$ cat src/design/scd_pkg.sv
`timescale 1ns / 1ps
// ----------------------------------------------------------------------------
// scd_pkg
// Shared types and constants of the sector cache tag directory: slot count,
// transaction payloads, the record that walks the cell chain and cell control.
// ----------------------------------------------------------------------------
package scd_pkg;

  localparam int SLOTS       = 64;
  localparam int SECTOR_BITS = 32;
  localparam int SLOT_W      = $clog2(SLOTS);

  typedef logic [SLOT_W-1:0]      slot_t;
  typedef logic [SECTOR_BITS-1:0] sector_t;

  typedef enum logic [1:0] {
    CMD_READ  = 2'd0,
    CMD_WRITE = 2'd1,
    CMD_FLUSH = 2'd2
  } cmd_t;

  typedef struct packed {
    logic [1:0] command;
    sector_t    sector;
  } req_t;

  typedef struct packed {
    slot_t   slot;
    logic    hit;
    logic    fill;
    logic    writeback;
    sector_t writeback_sector;
    logic    last;
  } rsp_t;

  // record handed from cell to cell, towards slot 0
  typedef struct packed {
    logic    act;
    logic    hit;
    slot_t   hit_idx;
    logic    emp;
    slot_t   emp_idx;
    logic    una;
    slot_t   una_idx;
    sector_t una_tag;
    logic    una_dirty;
    sector_t cur_tag;
    logic    cur_dirty;
  } rec_t;

  typedef enum logic [2:0] {
    OP_HOLD,
    OP_LOOK,
    OP_FLOAD,
    OP_FSHIFT,
    OP_UPDATE
  } op_t;

  typedef struct packed {
    op_t     op;
    sector_t sector;
    logic    write;
    logic    fill;
    slot_t   slot;
    logic    clr;
    logic    clr_all;
  } ctl_t;

endpackage

$ cat src/design/scd_ctrl.sv
`timescale 1ns / 1ps
// ----------------------------------------------------------------------------
// scd_ctrl
// Sequencer of the directory: takes requests, walks the record down the cell
// chain, decides hit, fill or clock victim, and streams flush writebacks.
// ----------------------------------------------------------------------------
module scd_ctrl (
  input  logic          clk,
  input  logic          rst,
  input  logic          req_valid,
  output logic          req_ready,
  input  scd_pkg::req_t  req,
  output logic          rsp_valid,
  input  logic          rsp_ready,
  output scd_pkg::rsp_t  rsp,
  input  scd_pkg::rec_t  head,
  output scd_pkg::rec_t  inject,
  output scd_pkg::ctl_t  ctl
);
  import scd_pkg::*;

  typedef enum logic [2:0] {
    S_IDLE,
    S_LOOK,
    S_UPD,
    S_FLOAD,
    S_FSHIFT,
    S_FDRAIN
  } state_t;

  state_t  state;
  slot_t   cnt;
  sector_t sector;
  logic    wr;
  logic    pend_v;
  slot_t   pend_slot;
  sector_t pend_tag;

  logic    out_free;
  logic    shift_ok;
  logic    scan;
  logic    wb;
  slot_t   dec_slot;
  sector_t wb_sector;
  logic    rsp_valid_next;

  assign req_ready = (state == S_IDLE);
  assign out_free  = !rsp_valid || rsp_ready;
  assign shift_ok  = !(head.act && pend_v && !out_free);

  always_comb begin
    inject     = '0;
    inject.act = (state == S_LOOK);
  end

  always_comb begin
    scan = !head.hit && !head.emp;
    if (head.hit) begin
      dec_slot = head.hit_idx;
    end else if (head.emp) begin
      dec_slot = head.emp_idx;
    end else if (head.una) begin
      dec_slot = head.una_idx;
    end else begin
      dec_slot = '0;
    end
    wb        = scan && (head.una ? head.una_dirty : head.cur_dirty);
    wb_sector = wb ? (head.una ? head.una_tag : head.cur_tag) : '0;
  end

  always_comb begin
    ctl.sector  = sector;
    ctl.write   = wr;
    ctl.fill    = !head.hit;
    ctl.slot    = dec_slot;
    ctl.clr     = scan;
    ctl.clr_all = scan && !head.una;
    unique case (state)
      S_LOOK:   ctl.op = OP_LOOK;
      S_UPD:    ctl.op = out_free ? OP_UPDATE : OP_HOLD;
      S_FLOAD:  ctl.op = OP_FLOAD;
      S_FSHIFT: ctl.op = shift_ok ? OP_FSHIFT : OP_HOLD;
      S_IDLE, S_FDRAIN: ctl.op = OP_HOLD;
      default:  ctl.op = OP_HOLD;
    endcase
  end

  always_comb begin
    rsp_valid_next = rsp_valid && !rsp_ready;
    unique case (state)
      S_UPD: begin
        if (out_free) begin
          rsp_valid_next = 1'b1;
        end
      end
      S_FSHIFT: begin
        if (shift_ok && head.act && pend_v) begin
          rsp_valid_next = 1'b1;
        end
      end
      S_FDRAIN: begin
        if (pend_v && out_free) begin
          rsp_valid_next = 1'b1;
        end
      end
      default: begin
      end
    endcase
  end

  always_ff @(posedge clk) begin
    if (rst) begin
      state     <= S_IDLE;
      rsp_valid <= 1'b0;
      pend_v    <= 1'b0;
      cnt       <= '0;
    end else begin
      rsp_valid <= rsp_valid_next;
      unique case (state)
        S_IDLE: begin
          if (req_valid) begin
            sector <= req.sector;
            wr     <= (req.command == CMD_WRITE);
            cnt    <= '0;
            unique case (req.command)
              CMD_READ, CMD_WRITE: state <= S_LOOK;
              CMD_FLUSH:           state <= S_FLOAD;
              default:             state <= S_IDLE;
            endcase
          end
        end
        S_LOOK: begin
          cnt <= cnt + 1'b1;
          if (cnt == SLOT_W'(SLOTS - 1)) begin
            state <= S_UPD;
          end
        end
        S_UPD: begin
          if (out_free) begin
            rsp.slot             <= dec_slot;
            rsp.hit              <= head.hit;
            rsp.fill             <= !head.hit;
            rsp.writeback        <= wb;
            rsp.writeback_sector <= wb_sector;
            rsp.last             <= 1'b1;
            state                <= S_IDLE;
          end
        end
        S_FLOAD: begin
          cnt    <= '0;
          pend_v <= 1'b0;
          state  <= S_FSHIFT;
        end
        S_FSHIFT: begin
          if (shift_ok) begin
            cnt <= cnt + 1'b1;
            if (head.act) begin
              if (pend_v) begin
                rsp.slot             <= pend_slot;
                rsp.hit              <= 1'b0;
                rsp.fill             <= 1'b0;
                rsp.writeback        <= 1'b1;
                rsp.writeback_sector <= pend_tag;
                rsp.last             <= 1'b0;
              end
              pend_v    <= 1'b1;
              pend_slot <= head.hit_idx;
              pend_tag  <= head.cur_tag;
            end
            if (cnt == SLOT_W'(SLOTS - 1)) begin
              state <= S_FDRAIN;
            end
          end
        end
        S_FDRAIN: begin
          if (!pend_v) begin
            state <= S_IDLE;
          end else if (out_free) begin
            rsp.slot             <= pend_slot;
            rsp.hit              <= 1'b0;
            rsp.fill             <= 1'b0;
            rsp.writeback        <= 1'b1;
            rsp.writeback_sector <= pend_tag;
            rsp.last             <= 1'b1;
            pend_v               <= 1'b0;
            state                <= S_IDLE;
          end
        end
        default: begin
          state <= S_IDLE;
        end
      endcase
    end
  end

endmodule
$ cat config.mk
export PLATFORM = sky130hd
export DESIGN_NAME = scd_ctrl
export DESIGN_NICKNAME = d
export VERILOG_FILES = /design/src/design/scd_pkg.sv /design/src/design/scd_ctrl.sv
export SDC_FILE = /design/constraint.sdc
export NUM_CORES = 1
export LEC_CHECK = 0
export ABC_CLOCK_PERIOD_IN_PS = 13600
export BUFFER_PORTS_ARGS = -buffer_cell sky130_fd_sc_hd__buf_2
export CAP_MARGIN = 20
export CORE_AREA = 3 3 116 118
export CTS_CLUSTER_SIZE = 16
export DETAILED_ROUTE_END_ITERATION = 8
export DIE_AREA = 0 0 119 121
export PLACE_DENSITY = 0.81
export SKIP_CTS_REPAIR_TIMING = 1
export SLEW_MARGIN = 30
export SYNTH_ARGS = -nofsm -noshare
export SYNTH_HDL_FRONTEND = slang
export SYNTH_SLANG_ARGS = --single-unit
$ cat constraint.sdc
create_clock -name clk -period 13.6 [get_ports clk]
set_input_delay 1.36 -clock clk [delete_from_list [all_inputs] [get_ports clk]]
set_output_delay 1.36 -clock clk [all_outputs]
set_load 0.005 [all_outputs]
==> impl_metrics.toml, run 1 <==
[sta]
setup_viol = 0
timing.fmax_mhz = 244
fin_setup_tns_ns = 0
post-route-period-util = 0.302
rsz0062_at_grt = "no"
worst_pin_slew_ns = 0.727
hold_viol = 0
skew_ns = 0.00761
finalMaxSlewViolations = 0
final.min_clock_period_ns = 4.11
slew_headroom = 0.513
layout_setup_ws_ns = 9.49

[synth]
seq_area_frac_synth = 0.634
yosysMostFrequentCell = "edfxtp_1"
synthCells = 444
async_flop_share = 0
synth_area_leaders = "edfxtp_1 (60%), buf_4 (12%), mux2i_1 (6.3%)"
syn_area_um2 = 5700
synth_area_leader_cell = "edfxtp_1"
yosys.area.top_type_share = 0.595
ys_ff_latch = 124
yosysUniqueCellTypes = 44
yosys_warnings = 0
synth_common_cells = "edfxtp_1 (113), buf_4 (89), nand2_1 (48)"
ys.flop_type = "edfxtp_1"
synth_edf_count = 113
avgSynthCellArea_um2 = 12.8

[pwr]
leakage_uw = 0.00311
ir_drop_mv = 0.0785
finalPower_uw = 1040
p_per_area_nw_per_um2 = 144

[cts]
root_buffer = "clkbuf_16"
cts_num_sinks = 124
clk_pin_slew_ns = 0.06
cts_buffers = 17
cts_tree = "built"
htree_levels = 4
clk_latency_ns = 0.40
cts_buffer_depth = 2

[job]
drv_cap = 0

[route]
drtIter0Drc = 267
first_pass_iters = 4
viasPerCell = 4.69
route.detailed.drc = 0
wl_mm = 13.1
vias = 3962
ant_nets = 0
wire_per_inst_um = 15.5

[outcome]
status = "completed"

[worst_setup_path]
critPathRequiredTime_ns = 12.24
cp.arrival_ns = 2.75
ff2ff_path_depth = 6
cp-end-kind = "output port"
start_kind = "primary input"
cp_max_fo = 35
crit_type = "in -> out"

[final_layout]
final_cells = 845
fin_area_um2 = 7250
multiInputGateArea_um2 = 1690
area_growth_pct = 27.1
regArea_um2 = 3610
insertedDiodeCount = 0
nNetsFinal = 787
drive_gt1_frac = 0.389
num-fill-cells = 1046

[global_route]
grt_max_degree = 48
grt.total_usage = 0.175
grt_pass1_wl_mm = 19.6
antenna_found_initial = 1
overflow = 0
grt_pass1_vias = 3967

[min_path]
hold_class = "reg -> reg"
min_path_cells = 2

[placement]
dp_slack_ns = 9.50
dp.cells = 813
dpl-instance-area_um2 = 6640
gp_congestion = 0.925
io_buffers = 215
dp_hpwl_mm = 9.62

[floorplanning]
start_util = 0.454
die_height_um = 121
io_pins = 303
die_width_um = 119
die-area_um2 = 14400
rows = 41
core-area_um2 = 12600
==> cell families after synthesis <==
kind of cell / Yosys count / share of synthesized area
muxes: 42 / 0.0750
DFF: 124 / 0.634
adders and majority gates: 1 / 0.00219
and+or+nand+nor: 92 / 0.0775
AOI/OAI and AO/OA: 72 / 0.0779
buffers and inverters: 112 / 0.133
other: 1 / 0.000658
==> routing by layer <==
| layer | vias up | routed length, um | track usage |
|---|---|---|---|
| li1 | 1867 | - | - |
| met1 | 1891 | 4900 | 0.200 |
| met2 | 190 | 7140 | 0.310 |
| met3 | 12 | 906 | 0.0476 |
| met4 | 2 | 161 | 0.0746 |
| met5 | - | 18 | 0 |
==> worst max-delay path, stage by stage <==
cell and delay, ns:
buf_4 0.47, nor2b_1 0.46, a22oi_1 0.14, o21ai_1 0.17, buf_2 0.13
==> through the flow <==
stage | utilization | hold slack [ns]
floorplan | - | 0.452
global placement | 0.528 | 0.467
detailed placement | 0.529 | 0.491
CTS | 0.577 | 0.498
global route | 0.577 | 0.524
finish | 0.577 | 0.494
==> cell type report <==
cell class,instances,share of cell area
clock buffers,18,0.0592
well taps,172,0.0297
clock inverters,14,0.0243
flip-flops and latches,124,0.498
multi-input cells,294,0.233
inverters,4,0.00207
repair buffers,219,0.153
==> report_power, final <==
group	leakage [uW]	switching [uW]	internal (uW)
logic	0.00169	71.9	54.1
clock network	0.000296	155	304
registers	0.00112	13.5	444
==> cell usage in the layout, fill, tap and decap left out, types with 6 or more instances in the layout <==
cell	count
conb_1	87
a22oi_1	6
mux2i_1	36
edfxtp_1	113
o21ai_1	10
clkbuf_16	17
nand3_1	6
o21ai_0	31
nand2_1	48
mux2_2	6
dfxtp_1	11
a21oi_1	8
buf_2	214
nor2_1	10
==> path summary, 6_finish.rpt <==
| check | from | to | slack (ns) |
|---|---|---|---|
| setup / recovery | head[72] | ctl[6] | 9.49 |
| setup reg to reg | state[2] | rsp[4] | 10.74 |
| hold / removal | cnt[4] | cnt[4] | 0.49 |
| hold reg to reg | cnt[4] | cnt[4] | 0.49 |
==> registers in the layout, indices dropped and copies added (netlist names) <==
name and flops:
pend_tag 32, cnt 6, pend_v 1, rsp 42, wr 1, state 3
pend_slot 6, rsp_valid 1, sector 32
No activity file was read; power rests on OpenSTA's default activity.
==> run 2: changes to the inputs <==
ABC_CLOCK_PERIOD_IN_PS = 3400   (was 13600)
CORE_AREA = default   (was 3 3 116 118)
CORE_ASPECT_RATIO = 1.25   (was default)
CORE_MARGIN = 3   (was default)
CORE_UTILIZATION = 41   (was default)
DIE_AREA = default   (was 0 0 119 121)
PLACE_DENSITY = 0.78   (was 0.81)
clock period = 3.4 ns   (was 13.6 ns; I/O delays follow)
==> impl_metrics.toml, run 2 (same netlist as run 1, synthesis figures left out) <==
[final_layout]
insertedDiodeCount = 0
utilization = 0.541
num-fill-cells = 1140
mostFrequentLayoutCell = "buf_2"
largest_reg_flops = 42
fin_area_um2 = 7250
top_regs = "rsp: 42 flops, pend_tag: 32 flops, sector: 32 flops"
drive_gt1_frac = 0.393
nNetsFinal = 789
area_growth_pct = 27.2
final_cells = 846
final_cell_mix = "buf_2 (215), edfxtp_1 (113), conb_1 (87)"
regMostFlops = "rsp"

[worst_setup_path]
start_kind = "flip-flop"
critPathSlowestCell = "dfxtp_1"
critPathRequiredTime_ns = 3.06
cp.arrival_ns = 2.07
path_cells = "or3b_4 > or2_1 > nand2_1 > buf_2"
reg2reg_setup_slack_ns = 1.03
crit_type = "reg -> out"
cp_max_fo = 14
cpPeakStageDelay_ns = 0.62
cp-end-kind = "output port"

[cts]
htree_levels = 4
clk_latency_ns = 0.40
root_buffer = "clkbuf_16"
cts_buffer_depth = 2
cts_buffers = 17
clk_pin_slew_ns = 0.06
cts_tree = "built"
cts_num_sinks = 124

[placement]
io_buffers = 215
gp_congestion = 0.875
dpl-instance-area_um2 = 6650
dp_hpwl_mm = 10.4
dp.cells = 814

[global_route]
grt_pass1_vias = 3946
grt.total_usage = 0.172
grt_pass1_wl_mm = 20.3
overflow = 0
grt_max_degree = 47
antenna_found_initial = 2

[floorplanning]
rows = 47
die_width_um = 111
core-area_um2 = 13400
io_pins = 303
die-area_um2 = 15400
die_height_um = 138
start_util = 0.425

[pwr]
leakage_uw = 0.00310
p_per_area_nw_per_um2 = 572
ir_drop_mv = 0.299

[sta]
worst_pin_slew_ns = 0.657
hold_viol = 0
timing.hold.ws_ns = 0.108
setup_viol = 0
finalMaxSlewViolations = 0
final.min_clock_period_ns = 2.41
slew_headroom = 0.561
post-route-period-util = 0.710
fin_setup_tns_ns = 0
skew_ns = 0.0121
rsz0062_at_grt = "no"
timing.fmax_mhz = 414

[route]
wire_per_inst_um = 16.8
vias = 4030
drtIter0Drc = 236
first_pass_iters = 5
ant_nets = 0
wl_mm = 14.2
route.detailed.drc = 0
viasPerCell = 4.76

[min_path]
hold_class = "in -> reg"

[outcome]
status = "completed"

[job]
drv_cap = 0
[run 2: layout make-up]
cell class              instances  area [um^2]  share of cell area
repair buffers                221         1120               0.155
clock inverters                14          170              0.0235
inverters                       4         15.0             0.00207
well taps                     171          214              0.0295
flip-flops and latches        124         3610               0.498
multi-input cells             294         1690               0.233
clock buffers                  18          429              0.0592
[run 2: final timing paths]
check            from    endpoint  cells past startpoint
max          state[2]     ctl[43]                      4
min           req[11]  sector[11]                      1
max reg2reg  state[1]     rsp[37]                      5
min reg2reg    cnt[4]      cnt[4]                      2
[run 2: per-layer routing]
layer | vias to the layer above | routed length (um) | global-route usage
met4 | 4 | 286 | 0.0778
met3 | 25 | 1050 | 0.0562
met5 | - | 14 | 0
li1 | 1872 | - | -
met1 | 1905 | 5220 | 0.188
met2 | 224 | 7620 | 0.307
[run 2: worst max-delay path, delay by kind of cell (launching register included)]
family	cells	cell delay (ns)
buf+inv	1	0.11
simple gates	3	0.94
flops	1	0.62
[run 2: per-stage QoR]
stage               total power (uW)  setup WS, ns
floorplan                       2190        0.0238
global placement                2350          1.18
detailed placement              2370          1.06
CTS                             4190         0.978
global route                    4320         0.862
finish                          4150         0.986
[run 2: where the power goes]
part           internal (uW)  total (uW)  switching [uW]
registers               1780        1830            56.1
clock network           1150        1800             650
logic                    218         513             295
