<file path="config.mk">
export PLATFORM = sky130hd
export DESIGN_NAME = scd_cell
export DESIGN_NICKNAME = d
export VERILOG_FILES = /design/src/design/scd_pkg.sv /design/src/design/scd_cell.sv
export SDC_FILE = /design/constraint.sdc
export NUM_CORES = 1
export LEC_CHECK = 0
export BUFFER_PORTS_ARGS = -buffer_cell sky130_fd_sc_hd__buf_2
export CAP_MARGIN = 20
export CORE_MARGIN = 10
export CORE_UTILIZATION = 42
export CTS_CLUSTER_DIAMETER = 40
export CTS_CLUSTER_SIZE = 16
export DETAILED_ROUTE_END_ITERATION = 16
export PLACE_DENSITY_LB_ADDON = 0.08
export SYNTH_ARGS = -nofsm -noshare
export SYNTH_HDL_FRONTEND = slang
export SYNTH_SLANG_ARGS = --single-unit
</file>
<file path="constraint.sdc">
create_clock -name clk -period 4.2 [get_ports clk]
set_input_delay 0 -clock clk [delete_from_list [all_inputs] [get_ports clk]]
set_output_delay 0 -clock clk [all_outputs]
set_load 0.01 [all_outputs]
</file>
<file path="src/design/scd_pkg.sv">
`timescale 1ns / 1ps
// ----------------------------------------------------------------------------
// scd_pkg
// Shared types and constants of the sector cache tag directory: slot count,
// transaction payloads, the record that walks the cell chain and cell control.
// ----------------------------------------------------------------------------
package scd_pkg;

  localparam int SLOTS       = 64;
  localparam int SECTOR_BITS = 32;
  localparam int SLOT_W      = $clog2(SLOTS);

  typedef logic [SLOT_W-1:0]      slot_t;
  typedef logic [SECTOR_BITS-1:0] sector_t;

  typedef enum logic [1:0] {
    CMD_READ  = 2'd0,
    CMD_WRITE = 2'd1,
    CMD_FLUSH = 2'd2
  } cmd_t;

  typedef struct packed {
    logic [1:0] command;
    sector_t    sector;
  } req_t;

  typedef struct packed {
    slot_t   slot;
    logic    hit;
    logic    fill;
    logic    writeback;
    sector_t writeback_sector;
    logic    last;
  } rsp_t;

  // record handed from cell to cell, towards slot 0
  typedef struct packed {
    logic    act;
    logic    hit;
    slot_t   hit_idx;
    logic    emp;
    slot_t   emp_idx;
    logic    una;
    slot_t   una_idx;
    sector_t una_tag;
    logic    una_dirty;
    sector_t cur_tag;
    logic    cur_dirty;
  } rec_t;

  typedef enum logic [2:0] {
    OP_HOLD,
    OP_LOOK,
    OP_FLOAD,
    OP_FSHIFT,
    OP_UPDATE
  } op_t;

  typedef struct packed {
    op_t     op;
    sector_t sector;
    logic    write;
    logic    fill;
    slot_t   slot;
    logic    clr;
    logic    clr_all;
  } ctl_t;

endpackage

</file>
<file path="src/design/scd_cell.sv">
`timescale 1ns / 1ps
// ----------------------------------------------------------------------------
// scd_cell
// One directory slot: tag, valid, accessed and dirty, plus the chain stage
// that passes the lookup or flush record on to the next lower slot.
// ----------------------------------------------------------------------------
module scd_cell (
  input  logic          clk,
  input  logic          rst,
  input  scd_pkg::slot_t idx,
  input  scd_pkg::ctl_t  ctl,
  input  scd_pkg::rec_t  rec_in,
  output scd_pkg::rec_t  rec
);
  import scd_pkg::*;

  sector_t tag;
  logic    valid;
  logic    accessed;
  logic    dirty;
  rec_t    look_rec;
  rec_t    load_rec;
  logic    sel;

  always_comb begin
    look_rec = rec_in;
    if (valid && (tag == ctl.sector)) begin
      look_rec.hit     = 1'b1;
      look_rec.hit_idx = idx;
    end
    if (!valid) begin
      look_rec.emp     = 1'b1;
      look_rec.emp_idx = idx;
    end
    if (valid && !accessed) begin
      look_rec.una       = 1'b1;
      look_rec.una_idx   = idx;
      look_rec.una_tag   = tag;
      look_rec.una_dirty = dirty;
    end
    look_rec.cur_tag   = tag;
    look_rec.cur_dirty = dirty;
  end

  always_comb begin
    load_rec         = '0;
    load_rec.act     = valid && dirty;
    load_rec.hit_idx = idx;
    load_rec.cur_tag = tag;
  end

  assign sel = (idx == ctl.slot);

  always_ff @(posedge clk) begin
    if (rst) begin
      valid    <= 1'b0;
      accessed <= 1'b0;
      dirty    <= 1'b0;
    end else begin
      unique case (ctl.op)
        OP_FLOAD: begin
          dirty <= 1'b0;
        end
        OP_UPDATE: begin
          if (sel) begin
            accessed <= 1'b1;
            if (ctl.fill) begin
              valid <= 1'b1;
              dirty <= ctl.write;
            end else if (ctl.write) begin
              dirty <= 1'b1;
            end
          end else if (ctl.clr && (ctl.clr_all || (idx < ctl.slot))) begin
            accessed <= 1'b0;
          end
        end
        OP_HOLD, OP_LOOK, OP_FSHIFT: begin
        end
        default: begin
        end
      endcase
    end
  end

  always_ff @(posedge clk) begin
    if ((ctl.op == OP_UPDATE) && sel && ctl.fill) begin
      tag <= ctl.sector;
    end
    unique case (ctl.op)
      OP_LOOK:   rec <= look_rec;
      OP_FSHIFT: rec <= rec_in;
      OP_FLOAD:  rec <= load_rec;
      OP_HOLD, OP_UPDATE: begin
      end
      default: begin
      end
    endcase
  end

endmodule

</file>
==> run summary, run 1 <==
================================================================================
Maximum clock insertion buffer count                                           2
Count of distinct cell types in the synthesized netlist                       37
Worst min-delay path class                                             in -> reg
Number of sinks driven by the clock tree                                     123
Critical path type                                                    reg -> reg
Number of antenna violations at the first check in global routing              2
Master of the slowest instance on the critical path                 sky130_fd_sc_hd__nor3_1
Hold violation total from the final report                                     0
Height of the die                                                         135 um
Worst slew margin                                                          37.8%
Total clock buffers created by CTS                                            17
Final setup violation count                                                    0
Relative area change from synthesis to final layout                        57.9%
Insertion delay to the later sink of the worst-skew pair                 0.41 ns
Die ar.                                                              0.0183 mm^2
Synth Instances                                                              432
Max-capacitance violation count                                                0
Top delay family on crit path                                       simple AND/OR/NAND/NOR gates
Number of detailed-route iterations in the first pass                          7
Yosys top cell by area                                              sky130_fd_sc_hd__edfxtp_1
Worst Path Max Fanout                                                          7
Tcrit/Tclk final                                                           64.7%
Count of unresolved DRC violations after routing                               0
Critical Path End Type                                                  register
Biggest area contributors in the synthesized netlist                sky130_fd_sc_hd__edfxtp_1, sky130_fd_sc_hd__mux2_2, sky130_fd_sc_hd__nand2_1, sky130_fd_sc_hd__xnor2_1, sky130_fd_sc_hd__o21ai_0
Top-area cell type share of the netlist area                               64.6%
Total leakage power                                                      3.64 nW
Required time of the critical path                                       4.35 ns
Maximum number of pins on one net before global-route repair                  48
Number of ports placed on the die boundary                                   229
Placer's final routability congestion estimate                             0.838
Net count of the finished layout                                             951
Sequential cell area fraction in the yosys report                          65.7%
Crit-path cells                                                     xnor2_1 -> nand4_1 -> nor3_1 -> and3_1 -> o211ai_1 -> dlygate4sd3_1
DR vias                                                                    4,821
Delay of the slowest cell on the worst path                              0.58 ns
Post-synthesis sequential element count                                      123
Initial core utilization                                                   42.5%
Unrepaired setup endpoints after global routing                            false
Final global-route overflow total                                              0
Detailed placement HPWL                                                  12.2 mm
Library cell used as clock root buffer                              sky130_fd_sc_hd__clkbuf_16
Clock Pin Slew Worst Setup and Hold Paths                                0.05 ns
Total number of placement rows                                                42
Maximum clock skew at final layout                                    0.00999 ns
Antenna Violating Nets Remaining                                               0
Placeable core region                                                0.0131 mm^2
Power per cell area                                                  351 mW/mm^2
Fin crit period                                                          2.72 ns
Worst supply voltage drop on vdd                                          196 uV
Cell area after synthesis                                           0.00558 mm^2
Width of the die                                                          135 um
Arrival @ worst endpoint                                                 2.86 ns
Average via count per standard cell                                         4.85
Number of warnings issued by yosys                                             0
CTS tree                                                                    done
Transition time at the pin with the least slew margin                   0.929 ns
Highest layer used for signal routing                                       met4
Buf+Inv Stages, Crit Path                                                      1
Max-slew violation total from the final report                                 0
Share of post-route cells with drive strength above 1                      36.9%
Global-route wire length before repair                                   28.4 mm
Routed wl met2                                                           9.16 mm
Crit start category                                                     register
Number of DRC markers after the initial detailed-route iteration             310
Net count after synthesis                                                    579
Detailed-route wire length on metal 1                                    7.22 mm
Outcome                                                             complete, no violations
Utilization after layout                                                   67.1%
Max H-tree Level                                                               4
Port bufs                                                                    228
Length of routed met3 wiring                                             1.51 mm
Mean Syn Cell Area                                                     12.9 um^2
# Post-CTS Setup Buffers                                                       0
Via count of the first global-routing pass                                 5,348
Sum of routed wire length over all layers                                18.2 mm
All-Layer GR Usage                                                         19.9%
Post-Route Setup TNS                                                        0 ns
Maximum clock frequency                                                  368 MHz
Routed len/inst                                                          18.3 um
================================================================================
-- Yosys cell counts --
cell type,instances
sky130_fd_sc_hd__edfxtp_1,120
sky130_fd_sc_hd__nand2_1,93
sky130_fd_sc_hd__o21ai_0,39
sky130_fd_sc_hd__mux2_2,32
sky130_fd_sc_hd__xnor2_1,29
sky130_fd_sc_hd__inv_1,15
sky130_fd_sc_hd__nand4_1,14
sky130_fd_sc_hd__nor2_1,12
sky130_fd_sc_hd__buf_2,9
sky130_fd_sc_hd__clkbuf_1,7
sky130_fd_sc_hd__a22o_1,6
sky130_fd_sc_hd__a2bb2oi_1,6
sky130_fd_sc_hd__ha_1,6
sky130_fd_sc_hd__nor4_1,6
sky130_fd_sc_hd__o211ai_1,6
sky130_fd_sc_hd__nand3_1,4
sky130_fd_sc_hd__a21oi_1,3
sky130_fd_sc_hd__dfxtp_1,3
sky130_fd_sc_hd__xor2_1,3
sky130_fd_sc_hd__nor3_1,2
sky130_fd_sc_hd__a211oi_1,1
sky130_fd_sc_hd__a21o_1,1
sky130_fd_sc_hd__a22o_4,1
sky130_fd_sc_hd__and2_1,1
sky130_fd_sc_hd__and2b_1,1
sky130_fd_sc_hd__and3_1,1
sky130_fd_sc_hd__buf_4,1
sky130_fd_sc_hd__nand2_4,1
sky130_fd_sc_hd__nand2b_1,1
sky130_fd_sc_hd__nor2_2,1
sky130_fd_sc_hd__nor3_2,1
sky130_fd_sc_hd__nor3_4,1
sky130_fd_sc_hd__nor4_4,1
sky130_fd_sc_hd__o221ai_1,1
sky130_fd_sc_hd__o22ai_1,1
sky130_fd_sc_hd__or2b_2,1
sky130_fd_sc_hd__or3b_2,1
-- flip-flops by register name, summed over array words and instances (netlist names) --
name / cells
dirty: 1
tag: 32
rec: 88
accessed: 1
valid: 1
-- final timing paths --
path / cells past startpoint / endpoint / start / slack (ns)
worst max register to register: 6 / rec[85] / tag[20] / 1.48
worst min-delay path: 3 / rec[84] / idx[4] / 0.02
worst max-delay path: 6 / rec[85] / tag[20] / 1.48
worst min register to register: 2 / valid / valid / 0.56
-- per-layer routing --
metal	GRT usage (%)	vias up
met5	0	-
met4	7.72	0
met3	6.71	24
met2	33.0	213
met1	23.3	2258
li1	-	2326
-- cells in the final DEF (no fill, tap or decap), drive strengths merged, types with 2 or more instances in the layout --
master,count
nor4,7
nand4,14
a21oi,3
dlygate4sd3,137
nand2,94
o21ai,39
nand3,4
clkinv,10
inv,15
mux2,32
o211ai,6
edfxtp,120
diode,2
clkbuf,20
xnor2,29
a22o,7
a2bb2oi,6
dfxtp,3
nor3,4
ha,6
buf,233
nor2,13
xor2,3
-- repair_timing --
| item | in CTS | in global routing |
|---|---|---|
| hold buffers | 137 | 0 |
| hold endpoints to repair | 122 | 0 |
| resized for setup | 0 | 0 |
-- where the power goes --
part	internal [mW]	switching, mW	total (mW)
logic	0.225	0.193	0.418
registers	1.42	0.0176	1.44
clock network	0.735	0.503	1.24
total	2.38	0.714	3.09
-- worst min-delay path, cell delays in order --
cell	delay, ns
sky130_fd_sc_hd__buf_2	0.15
sky130_fd_sc_hd__a2bb2oi_1	0.08
sky130_fd_sc_hd__o211ai_1	0.07
-- area by class of cell --
type,count,area [um^2]
Fill cell,999,4320
Sequential cell,123,3660
Timing Repair Buffer,370,2570
Multi-Input combinational cell,277,1800
Clock buffer,20,437
Tap cell,176,220
Clock inverter,11,56.3
Inverter,15,56.3
Antenna cell,2,5.00
-- logic make-up after synthesis --
family,share of synthesized area (%)
AO/OA/AOI/OAI,7.31
AND/OR/NAND/NOR,11.8
multiplexers,6.46
adder cells (fa/ha/maj),1.35
XOR/XNOR,5.02
flip-flops,65.7
buffers and inverters,2.42
-- metrics by stage --
stage	cells	setup WS, ns	instance area [um^2]	hold slack (ns)	power (mW)
6_report	994	1.48	8810	0.0170	3.09
5_1_grt	994	1.26	8810	0.0108	3.22
4_1_cts	990	1.50	8770	0.00301	3.11
3_5_place_dp	822	2.05	6900	0.205	1.77
3_3_place_gp	822	2.05	6900	0.197	1.77
2_1_floorplan	432	1.43	5580	0.0691	1.60
Power figures use the tool's default switching activity.
==> inputs of run 2 (changes only) <==
==> constraint.sdc (replaced) <==
create_clock -name clk -period 2.37 [get_ports clk]
set_input_delay 0 -clock clk [delete_from_list [all_inputs] [get_ports clk]]
set_output_delay 0 -clock clk [all_outputs]
set_load 0.01 [all_outputs]
==> run 2 against run 1 <==
Via count about the same; clock skew shrank 0.0052 ns; critical path depth decreased by 1; first-iteration DRC count decreased by 2.6%; sequential power rose by 77%; critical endpoint is now rec[82]; sequential cell count stayed put; register-to-register slack lost 1.3 ns; wire length decreased by 0.24%.
==> run summary, run 2 (same netlist as run 1, synthesis figures left out) <==
==================================================================================
Outcome                                                               complete, no violations   unchanged
CTS tree                                                                      done   unchanged
Worst min-delay path class                                               in -> reg   unchanged
Final Instance Count excl. Fillers                                             996   was 994
Post-Route Setup TNS                                                          0 ns   unchanged
Number of sinks driven by the clock tree                                       123   unchanged
Crit start category                                                       register   unchanged
Maximum clock skew at final layout                                      0.00476 ns   was 0.00999 ns
Max-capacitance violation count                                                  0   unchanged
Final instance area                                                   0.00889 mm^2   was 0.00881 mm^2
Top library cells by usage in the layout, fill and taps aside         sky130_fd_sc_hd__buf_2, sky130_fd_sc_hd__dlygate4sd3_1, sky130_fd_sc_hd__edfxtp_1   unchanged
Length of routed met3 wiring                                               1.56 mm   was 1.51 mm
Routed len/inst                                                            18.2 um   was 18.3 um
Share of post-route cells with drive strength above 1                        37.3%   was 36.9%
Number of antenna violations at the first check in global routing                0   was 2
Initial core utilization                                                     42.5%   unchanged
Final global-route overflow total                                                0   unchanged
Fin crit period                                                            2.16 ns   was 2.72 ns
Final setup violation count                                                      0   unchanged
Worst Path Max Fanout                                                            7   unchanged
Clock network power share                                                    42.2%   was 40.0%
Via count of the first global-routing pass                                   5,235   was 5,348
Placed cells                                                                   829   was 822
Sequential group share of total power                                        44.9%   was 46.5%
Total number of placement rows                                                  42   unchanged
Count of unresolved DRC violations after routing                                 0   unchanged
Insertion delay to the later sink of the worst-skew pair                   0.40 ns   was 0.41 ns
Routed wl met2                                                             9.21 mm   was 9.16 mm
Placeable core region                                                  0.0131 mm^2   unchanged
Worst supply voltage drop on vdd                                            356 uV   was 196 uV
Total leakage power                                                        3.69 nW   was 3.64 nW
Utilization after layout                                                     67.7%   was 67.1%
Switching fraction of total power                                            21.9%   was 23.1%
Width of the die                                                            135 um   unchanged
Global-route wire length before repair                                     28.0 mm   was 28.4 mm
Average via count per standard cell                                           4.84   was 4.85
Power per cell area                                                    639 mW/mm^2   was 351 mW/mm^2
Height of the die                                                           135 um   unchanged
All-Layer GR Usage                                                           19.5%   was 19.9%
Launch point of the worst path                                              tag[8]   was tag[20]
Maximum clock frequency                                                    464 MHz   was 368 MHz
Crit Reg-Reg Startpoint                                                     tag[8]   was tag[20]
Highest layer used for signal routing                                         met4   unchanged
Startpoint of the worst hold path                                       rec_in[81]   was idx[4]
Detailed placement HPWL                                                    12.2 mm   about the same
Relative area change from synthesis to final layout                          59.3%   was 57.9%
Die ar.                                                                0.0183 mm^2   unchanged
Unrepaired setup endpoints after global routing                              false   unchanged
Cell area after placement                                             0.00699 mm^2   was 0.00690 mm^2
Antenna diode instance count                                                     0   was 2
Gate power share                                                             12.9%   was 13.5%
Worst slew margin                                                            41.5%   was 37.8%
Antenna Violating Nets Remaining                                                 0   unchanged
Critical path type                                                      reg -> reg   unchanged
Number of detailed-route iterations in the first pass                            5   was 7
Placer's final routability congestion estimate                               0.818   was 0.838
Max-slew violation total from the final report                                   0   unchanged
Library cell used as clock root buffer                                sky130_fd_sc_hd__clkbuf_16   unchanged
Detailed-route wire length on metal 1                                      7.08 mm   was 7.22 mm
Most common library cell in the layout ignoring fill and taps         sky130_fd_sc_hd__buf_2   unchanged
Max H-tree Level                                                                 4   unchanged
Register with the most flip-flops                                              rec   unchanged
Maximum clock insertion buffer count                                             2   unchanged
Biggest registers after layout                                        rec (88), tag (32)   unchanged
Number of DRC markers after the initial detailed-route iteration               302   was 310
Net count of the finished layout                                               954   was 951
Tcrit/Tclk final                                                             91.0%   was 64.7%
Arrival @ worst endpoint                                                   2.30 ns   was 2.86 ns
# Post-CTS Setup Buffers                                                         0   unchanged
DR vias                                                                      4,819   was 4,821
Hold violation total from the final report                                       0   unchanged
Transition time at the pin with the least slew margin                     0.875 ns   was 0.929 ns
Clock Pin Slew Worst Setup and Hold Paths                                  0.06 ns   was 0.05 ns
Flip-flop count of the largest register, all copies and words added             88   unchanged
Critical Path End Type                                                    register   unchanged
Port bufs                                                                      228   unchanged
Sum of routed wire length over all layers                                  18.2 mm   about the same
Internal power                                                             4.44 mW   was 2.38 mW
Net switching power figure                                                 1.24 mW   was 714 uW
Maximum number of pins on one net before global-route repair                    80   was 48
Number of ports placed on the die boundary                                     229   unchanged
Total clock buffers created by CTS                                              17   unchanged
Required time of the critical path                                         2.51 ns   was 4.35 ns
==================================================================================
run 2: cell count changes in the layout (fill, tap and decap cells not counted), sizes merged:
cell         change
buf              +5
clkbuf           +1
dlygate4sd3      -2
bufinv           +2
diode            -2
clkinv           -2
run 2: per-stage QoR:
step                hold WS (ns)  power [mW]  worst slack [ns]
global route             0.00376        5.89            0.0285
finish                    0.0153        5.68             0.213
global placement           0.198        3.14             0.364
detailed placement         0.197        3.14             0.233
CTS                      0.00144        5.72             0.211
floorplan                 0.0691        2.84             0.422
run 2: repair_timing:
item | in CTS | in global routing
resized for setup | 0 | 0
hold endpoints to repair | 121 | 0
hold buffers | 135 | 0
run 2: cell type report:
| class | instances | area, um^2 |
|---|---|---|
| inverters | 15 | 56.3 |
| flip-flops and latches | 123 | 3660 |
| clock buffers | 21 | 440 |
| clock inverters | 11 | 103 |
| repair buffers | 373 | 2610 |
| well taps | 176 | 220 |
| multi-input cells | 277 | 1800 |
| fillers | 1024 | 4250 |
run 2: final timing paths:
check / to / slack (ns) / cells past startpoint
hold reg to reg: accessed / 0.53 / 2
setup reg to reg: rec[82] / 0.21 / 5
hold / removal: rec[81] / 0.02 / 3
setup / recovery: rec[82] / 0.21 / 5
run 2: layer usage:
layer	global-route usage [%]	vias to the layer above
met5	0	-
met4	7.12	0
met3	6.71	20
met2	32.9	198
met1	22.6	2266
li1	-	2335
run 2: power by group through the flow:
stage / sequential [mW] / combinational, mW / clock, mW
finish: 2.55 / 0.734 / 2.40
global placement: 2.59 / 0.548 / 0
floorplan: 2.66 / 0.179 / 0
global route: 2.56 / 0.800 / 2.53
CTS: 2.55 / 0.736 / 2.43
detailed placement: 2.59 / 0.555 / 0
run 2: critical path, stage by stage (launching register included):
cell                        delay (ns)
sky130_fd_sc_hd__edfxtp_1         0.43
sky130_fd_sc_hd__xnor2_1          0.19
sky130_fd_sc_hd__nand4_1          0.34
sky130_fd_sc_hd__nor3_2           0.59
sky130_fd_sc_hd__a2bb2oi_1        0.24
sky130_fd_sc_hd__o211ai_1         0.10
==> inputs of run 3 (changes only) <==
--- a/config.mk
+++ b/config.mk
@@ -5,7 +5,7 @@
 export SDC_FILE = /design/constraint.sdc
 export NUM_CORES = 1
 export LEC_CHECK = 0
-export BUFFER_PORTS_ARGS = -buffer_cell sky130_fd_sc_hd__buf_2
+export BUFFER_PORTS_ARGS = -buffer_cell sky130_fd_sc_hd__buf_4
 export CAP_MARGIN = 20
 export CORE_MARGIN = 10
 export CORE_UTILIZATION = 42
==> run 3 against run 2 <==
Register-to-register slack improved by 0.05 ns; count of clock-buffer cells in the layout unchanged; combinational power increased by 19%; global-route usage increased by 1.3 points; non-clock buffer count increased by 4; cell area increased by 6.9%; utilization increased by 4.7 points; clock skew increased by 0.0046 ns; clock power about the same; setup slack improved by 0.055 ns; cell count increased by 0.50%; largest power group unchanged.
==> run summary, run 3 (same netlist as run 1, synthesis figures left out) <==
==================================================================================
Outcome                                                               complete, no violations   unchanged
Share of post-route cells with drive strength above 1                        37.0%   was 37.3%
Max H-tree Level                                                                 4   unchanged
Sum of routed wire length over all layers                                  19.0 mm   was 18.2 mm
Maximum number of pins on one net before global-route repair                    80   unchanged
Worst Path Max Fanout                                                            7   unchanged
Critical path type                                                      reg -> reg   unchanged
Cell count of the worst hold path                                                3   unchanged
Worst min-delay path class                                               in -> reg   unchanged
Transition time at the pin with the least slew margin                     0.843 ns   was 0.875 ns
Maximum clock frequency                                                    476 MHz   was 464 MHz
Initial core utilization                                                     42.5%   unchanged
Tcrit/Tclk final                                                             88.7%   was 91.0%
Net count of the finished layout                                               958   was 954
Unrepaired setup endpoints after global routing                              false   unchanged
Utilization after layout                                                     72.3%   was 67.7%
Clock Pin Slew Worst Setup and Hold Paths                                  0.06 ns   about the same
Global-route wire length before repair                                     29.7 mm   was 28.0 mm
Post-Route Setup TNS                                                          0 ns   unchanged
Reg-to-reg endpoint                                                        rec[81]   was rec[82]
Post_cts resized                                                                 0   unchanged
Crit start category                                                       register   unchanged
Total Power Consumption                                                    5.84 mW   was 5.68 mW
Count of fill cells added during filler insertion                              901   was 1,024
Worst slew margin                                                            43.6%   was 41.5%
Placer's final routability congestion estimate                               0.800   was 0.818
Total clock buffers created by CTS                                              17   unchanged
CTS tree                                                                      done   unchanged
Worst-case hold path end point                                             rec[64]   was rec[81]
Crit Reg-Reg Startpoint                                                    tag[15]   was tag[8]
Placeable core region                                                  0.0131 mm^2   unchanged
Most common library cell in the layout ignoring fill and taps         sky130_fd_sc_hd__buf_4   was sky130_fd_sc_hd__buf_2
Number of sinks driven by the clock tree                                       123   unchanged
Flip-flop count of the largest register, all copies and words added             88   unchanged
All-Layer GR Usage                                                           20.8%   was 19.5%
Count of unresolved DRC violations after routing                                 0   unchanged
# Post-CTS Setup Buffers                                                         0   unchanged
Max-capacitance violation count                                                  0   unchanged
Antenna Violating Nets Remaining                                                 0   unchanged
Max-slew violation total from the final report                                   0   unchanged
Final global-route overflow total                                                0   unchanged
Biggest registers after layout                                        rec (88), tag (32)   unchanged
Port bufs                                                                      228   unchanged
Number of antenna violations at the first check in global routing                0   unchanged
Average via count per standard cell                                           4.92   was 4.84
Final setup violation count                                                      0   unchanged
Fin crit period                                                            2.10 ns   was 2.16 ns
Routed len/inst                                                            19.0 um   was 18.2 um
Number of DRC markers after the initial detailed-route iteration               354   was 302
Hold violation total from the final report                                       0   unchanged
Total number of placement rows                                                  42   unchanged
Via count of the first global-routing pass                                   5,426   was 5,235
Required time of the critical path                                         2.53 ns   was 2.51 ns
Die ar.                                                                0.0183 mm^2   unchanged
Arrival @ worst endpoint                                                   2.26 ns   was 2.30 ns
Register with the most flip-flops                                              rec   unchanged
Worst supply voltage drop on vdd                                            321 uV   was 356 uV
Power per cell area                                                    615 mW/mm^2   was 639 mW/mm^2
DR vias                                                                      4,921   was 4,819
Multi-input logic area                                                0.00180 mm^2   unchanged
Maximum clock insertion buffer count                                             2   unchanged
Number of detailed-route iterations in the first pass                            5   unchanged
Library cell used as clock root buffer                                sky130_fd_sc_hd__clkbuf_16   unchanged
Insertion delay to the later sink of the worst-skew pair                   0.42 ns   was 0.40 ns
Width of the die                                                            135 um   unchanged
Startpoint of the worst hold path                                       rec_in[64]   was rec_in[81]
Critical Path End Type                                                    register   unchanged
Area taken by flip-flops and latches                                  0.00366 mm^2   unchanged
Top library cells by usage in the layout, fill and taps aside         sky130_fd_sc_hd__buf_4, sky130_fd_sc_hd__dlygate4sd3_1, sky130_fd_sc_hd__edfxtp_1   was sky130_fd_sc_hd__buf_2, sky130_fd_sc_hd__dlygate4sd3_1, sky130_fd_sc_hd__edfxtp_1
Maximum clock skew at final layout                                      0.00939 ns   was 0.00476 ns
Total leakage power                                                        3.90 nW   was 3.69 nW
Relative area change from synthesis to final layout                          70.3%   was 59.3%
Detailed placement HPWL                                                    12.7 mm   was 12.2 mm
FF-to-FF setup slack                                                       0.27 ns   was 0.21 ns
Logic depth of the worst register-to-register path                               5   unchanged
Height of the die                                                           135 um   unchanged
Number of ports placed on the die boundary                                     229   unchanged
==================================================================================
-- run 3: per-stage QoR --
stage / std cells / hold WS (ns) / cell area, um^2 / worst slack [ns]
CTS: 1001 / 0.0203 / 9510 / 0.0589
detailed placement: 828 / 0.189 / 7560 / 0.263
finish: 1001 / 0.0394 / 9500 / 0.268
global route: 1000 / 0.0619 / 9500 / 0.0593
floorplan: 432 / 0.0691 / 5590 / 0.422
global placement: 828 / 0.184 / 7560 / 0.389
-- run 3: metal layers --
| metal | vias to the layer above | GRT usage, % | share of wire (%) |
|---|---|---|---|
| li1 | 2343 | - | - |
| met1 | 2340 | 23.2 | 38 |
| met2 | 211 | 35.5 | 51 |
| met3 | 27 | 8.27 | 8.7 |
| met4 | 0 | 6.76 | 1.6 |
| met5 | - | 0 | 0 |
-- run 3: worst max-delay path: stages, from the launching register on --
cell                        delay, ns
sky130_fd_sc_hd__edfxtp_1        0.42
sky130_fd_sc_hd__xnor2_1         0.21
sky130_fd_sc_hd__nand4_1         0.35
sky130_fd_sc_hd__nor3_2          0.52
sky130_fd_sc_hd__a2bb2oi_1       0.24
sky130_fd_sc_hd__o211ai_1        0.10
-- run 3: area by class of cell --
class,instances,area share [%]
sequential,123,38.5
timing repair buffer,377,33.9
multi-input combinational,277,18.9
clock buffer,21,4.63
tap,176,2.32
clock inverter,11,1.08
inverter,15,0.592
antenna,1,0.0263
-- run 3: power by group --
part | switching (mW) | internal (mW)
Combinational | 0.355 | 0.516
Sequential | 0.0356 | 2.52
Clock | 0.894 | 1.52
Total | 1.29 | 4.56
-- run 3: worst max path at each step --
stage	slack, ns	cells after the start	startpoint	endpoint
3_5_place_dp	0.26	5	tag[2]	rec[84]
4_1_cts	0.06	10	idx[0]	dirty
6_report	0.27	5	tag[15]	rec[81]
5_1_grt	0.06	5	tag[2]	rec[85]
2_1_floorplan	0.42	5	ctl[6]	tag[0]
3_3_place_gp	0.39	5	tag[2]	rec[85]
-- run 3: timing repair --
action | in CTS | in global routing
hold buffers | 141 | 0
setup endpoints to repair | 0 | 1
hold endpoints to repair | 122 | 0
